### src/design/lpc_pkg.sv
// ----------------------------------------------------------------------------
// lpc_pkg: shared definitions for the LRU plan cache
// Request codes, fixed field widths, parameter defaults and the control
// bundle that the top level broadcasts to every cache cell.
// ----------------------------------------------------------------------------
package lpc_pkg;

  // Request kinds carried in the input tuser field
  localparam logic [1:0] REQ_LOOKUP     = 2'd0;
  localparam logic [1:0] REQ_INSERT     = 2'd1;
  localparam logic [1:0] REQ_INVALIDATE = 2'd2;

  localparam int REQ_W   = 2;   // request kind width
  localparam int CFG_W   = 7;   // max_entries register width
  localparam int COUNT_W = 7;   // entry_count / evicted_count result width
  localparam int APB_W   = 32;  // config data width
  localparam int PADDR_W = 3;   // byte address, one 32-bit register

  // Register indexes (byte address / 4)
  localparam logic REG_MAX_ENTRIES = 1'b0;

  // Parameter defaults
  localparam int CAPACITY_DEF    = 64;
  localparam int KEY_BITS_DEF    = 64;
  localparam int HANDLE_BITS_DEF = 32;

  localparam logic [CFG_W-1:0] MAX_ENTRIES_RST = 7'd64;

  // Control broadcast to the cell row
  typedef struct packed {
    logic capture;    // latch key compare for the request being accepted
    logic commit;     // apply the recency move in the update cycle
    logic shift_all;  // insert miss: every cell takes its neighbor's entry
  } cell_ctrl_t;

endpackage

### src/design/lpc_cell.sv
// ----------------------------------------------------------------------------
// lpc_cell: one entry of the recency-ordered cache row
// Holds one key and handle. Cell position equals recency rank (cell 0 is
// most recent). A move to front shifts each cell above the hole down by one.
// ----------------------------------------------------------------------------
module lpc_cell #(
  parameter int IDX         = 0,
  parameter int CNT_W       = 7,
  parameter int KEY_BITS    = lpc_pkg::KEY_BITS_DEF,
  parameter int HANDLE_BITS = lpc_pkg::HANDLE_BITS_DEF
) (
  input  logic                   clk_i,
  input  lpc_pkg::cell_ctrl_t    ctrl_i,
  input  logic [KEY_BITS-1:0]    req_key_i,     // broadcast compare key
  input  logic [CNT_W-1:0]       live_cnt_i,    // entries still valid
  input  logic [KEY_BITS-1:0]    prev_key_i,    // from the more recent neighbor
  input  logic [HANDLE_BITS-1:0] prev_handle_i,
  input  logic                   pass_i,        // a hit sits in an older cell
  output logic                   pass_o,        // a hit sits here or older
  output logic [KEY_BITS-1:0]    key_o,
  output logic [HANDLE_BITS-1:0] handle_o,
  output logic [HANDLE_BITS-1:0] sel_handle_o   // own handle when hit, else 0
);
  import lpc_pkg::*;

  logic [KEY_BITS-1:0]    key_q, key_d;
  logic [HANDLE_BITS-1:0] handle_q, handle_d;
  logic                   match_q, match_d;
  logic                   hit_here;

  // Key compare is captured with the request
  assign match_d  = ctrl_i.capture ? (key_q == req_key_i) : match_q;

  // Only cells inside the live range count as hits
  assign hit_here = match_q & (CNT_W'(IDX) < live_cnt_i);
  assign pass_o   = hit_here | pass_i;

  // Take the neighbor's entry when the hole is here or in an older cell
  always_comb begin
    key_d    = key_q;
    handle_d = handle_q;
    if (ctrl_i.commit && (ctrl_i.shift_all || pass_o)) begin
      key_d    = prev_key_i;
      handle_d = prev_handle_i;
    end
  end

  always_ff @(posedge clk_i) begin
    key_q    <= key_d;
    handle_q <= handle_d;
    match_q  <= match_d;
  end

  assign key_o        = key_q;
  assign handle_o     = handle_q;
  assign sel_handle_o = hit_here ? handle_q : '0;

endmodule

### config.mk
export PLATFORM = sky130hd
export DESIGN_NAME = lpc_cell
export DESIGN_NICKNAME = d
export VERILOG_FILES = /design/src/design/lpc_pkg.sv /design/src/design/lpc_cell.sv
export SDC_FILE = /design/constraint.sdc
export NUM_CORES = 1
export LEC_CHECK = 0
export BUFFER_PORTS_ARGS = -buffer_cell sky130_fd_sc_hd__buf_4
export CORE_ASPECT_RATIO = 1.1
export CORE_MARGIN = 8
export CORE_UTILIZATION = 36
export DETAILED_ROUTE_END_ITERATION = 10
export PLACE_DENSITY = 0.8
export SKIP_LAST_GASP = 1
export SLEW_MARGIN = 20
export SYNTH_ARGS = -nofsm -noshare
export SYNTH_HDL_FRONTEND = slang
export SYNTH_SLANG_ARGS = --single-unit
### constraint.sdc
create_clock -name clk_i -period 3.75 [get_ports clk_i]
set_clock_uncertainty 0.05 [all_clocks]
set_input_delay 0.1875 -clock clk_i [delete_from_list [all_inputs] [get_ports clk_i]]
set_output_delay 0.1875 -clock clk_i [all_outputs]
set_load 0.01 [all_outputs]
==> impl_metrics.py <==
metrics = {
    "logic_synthesis": {
        "synthAdderAreaFrac_pct": 0,
        "synth_mux_area_share_pct": 0,
        "synth_cell_types": 11,
        "synth_top_family_by_area": "XOR/XNOR gates",
        "ys_seq_elements": 97,
        "ys_seq_area_share_pct": 75.56,
        "syn_area_um2": 3855,
        "yosysWarningCount": 0,
        "synthSimpleGateAreaFrac_pct": 9.218,
        "synth_fp_nets": 394,
        "syn_inst": 222,
        "synth_compound_area_share_pct": 0.3895,
        "synth-xor-area-share_pct": 14.54,
        "syn_avg_cell_area_um2": 17.36,
    },
    "global_route": {
        "grt_pass1_vias": 4052,
        "grt_overflow": 0,
        "antenna_found_initial": 2,
        "grt_pass1_wl_um": 23160,
        "grt_max_degree": 51,
        "grt_use_total_pct": 21.65,
    },
    "clock_network": {
        "clk_latency_ns": 0.33,
        "clock_path_buffers": 2,
        "cts_inserted_buffers": 9,
        "post-cts-setup-buffers": 0,
        "cts_tree": "yes",
        "cts_resized": 0,
        "path_clk_slew_ns": 0.06,
        "ctsHoldBuffers": 97,
        "h-tree-depth": 3,
        "cts.sinks": 97,
        "root_buffer": "clkbuf_16",
    },
    "worst_hold_path": {
        "hold_path_class": "in -> reg",
        "holdPathStages": 5,
    },
    "flow_run": {
        "cap_violations": 0,
    },
    "layout": {
        "design_area_um2": 7551,
        "utilization_pct": 72.65,
        "nets": 801,
        "final_common_cell": "buf_4",
        "fillers": 650,
        "final_cell_mix": "302 x buf_4, 97 x edfxtp_1, 97 x dlygate4sd3_1, 64 x xor2_1, 32 x and2_1",
        "fin_cells": 778,
        "area_delta_synth_final_pct": 95.88,
        "final_layout_size_suffix_gt1_share_pct": 50.08,
    },
    "setup_path": {
        "cpMaxStageDelayCell": "buf_4",
        "crit_chain": "a21boi_1, or2_1, o21a_4, buf_4",
        "r2r-end": "key_o[18]",
        "cp-start-kind": "flop",
        "cp_max_fo": 50,
        "r2r-start": "match_q",
        "critical_path_required_ns": 3.67,
        "critPathLaunch": "match_q",
        "worstSetupPathType": "reg -> reg",
        "endpoint_kind": "flop",
        "cpPeakStageDelay_ns": 0.64,
        "r2r_cells": 4,
        "crit_arrival_ns": 2.24,
        "crit_end": "key_o[18]",
        "r2r_slack_ns": 1.43,
    },
    "place": {
        "hpwl_um": 11340,
        "place_inst": 664,
        "place_area_um2": 6297,
        "place_congestion": 0.8367,
        "port_buffers": 300,
    },
    "pwr": {
        "leakage_nw": 3.323,
        "ir_drop_mv": 0.2852,
        "p_per_area_nw_per_um2": 358.5,
    },
    "timing": {
        "worstMarginPinSlew_ns": 0.6600,
        "clock.fmax_ghz": 0.4305,
        "drv_slew": 0,
        "max-slew-margin-rel_pct": 56.00,
        "fin_tns_setup_ns": 0,
        "finalCritPeriodShare_pct": 61.94,
        "rsz0062_at_grt": "false",
        "hold_viol": 0,
        "setup_viol": 0,
        "fin_crit_ns": 2.323,
    },
    "detailed_routing": {
        "drt_wl_total_um": 16020,
        "wl_per_cell_um": 20.59,
        "vias": 3523,
        "first_pass_iters": 4,
        "initialDrtViolationCount": 143,
        "drc": 0,
        "ant_nets": 0,
        "vias_per_cell": 4.528,
    },
    "run_status": {
        "run_status": "finished clean",
    },
    "floorplanning": {
        "num_rows": 39,
        "core_area_um2": 10390,
        "die_area_um2": 14280,
        "die_height_um": 124.5,
        "start_util_pct": 37.09,
        "die_w_um": 114.7,
        "io_pins": 301,
    },
}
-- metal layers --
layer / routed length (um) / global-route usage, % / up-vias
li1: - / - / 1630
met1: 5385 / 20.74 / 1654
met2: 8508 / 39.83 / 212
met3: 1714 / 8.244 / 27
met4: 409 / 9.098 / 0
met5: 0 / 0 / -
-- registers in the layout (all words and copies together), names as in the netlist --
signal / flops
key_o: 64
handle_o: 32
match_q: 1
-- worst max-delay path: cells and delay by family (launching register included) --
kind / cells / cell delay (ns)
AOI/OAI and AO/OA: 2 / 0.73
buffers and inverters: 1 / 0.64
DFF: 1 / 0.31
and+or+nand+nor: 1 / 0.18
-- how the worst min path moves through the flow --
stage / startpoint / endpoint / slack [ns]
floorplan: prev_handle_i[0] / handle_o[0] / 0.24
global placement: prev_key_i[28] / key_o[28] / 0.32
detailed placement: prev_key_i[0] / key_o[0] / 0.32
CTS: req_key_i[23] / match_q / 0.41
global route: req_key_i[35] / match_q / 0.42
finish: req_key_i[35] / match_q / 0.41
-- per-stage QoR --
step | hold WS, ns | power (mW) | worst slack [ns]
finish | 0.4060 | 2.707 | 1.427
floorplan | 0.2364 | 1.457 | 0.2911
global placement | 0.3154 | 1.742 | 1.509
detailed placement | 0.3168 | 1.755 | 1.441
global route | 0.4202 | 2.802 | 1.259
CTS | 0.4104 | 2.718 | 1.422
-- cells in the mapped netlist (all sizes together) --
master,instances,share of area [%]
nand4,4,0.65
o21a,1,0.19
and2,32,5.2
a21boi,1,0.19
edfxtp,97,76
or2,1,0.16
xor2,64,15
nor3,1,0.13
clkbuf,3,0.29
nor4,18,3.1
-- kinds of logic after synthesis --
family,count (synthesis)
flops,97
compound gates,2
xor+xnor,64
buf+inv,3
simple gates,56
-- report_power, final --
group	internal, mW	total, mW	switching, mW
Sequential	1.27	1.32	0.0445
Combinational	0.311	0.509	0.198
Clock	0.510	0.881	0.370
-- layout make-up --
class	instances	area [um^2]	area share [%]
repair buffers	399	3238	42.88
flip-flops and latches	97	2913	38.57
multi-input cells	122	938.4	12.43
clock buffers	11	232.7	3.082
well taps	143	178.9	2.370
clock inverters	4	45.04	0.5965
diodes	2	5.005	0.06628
(Power assumes the default switching activity.)
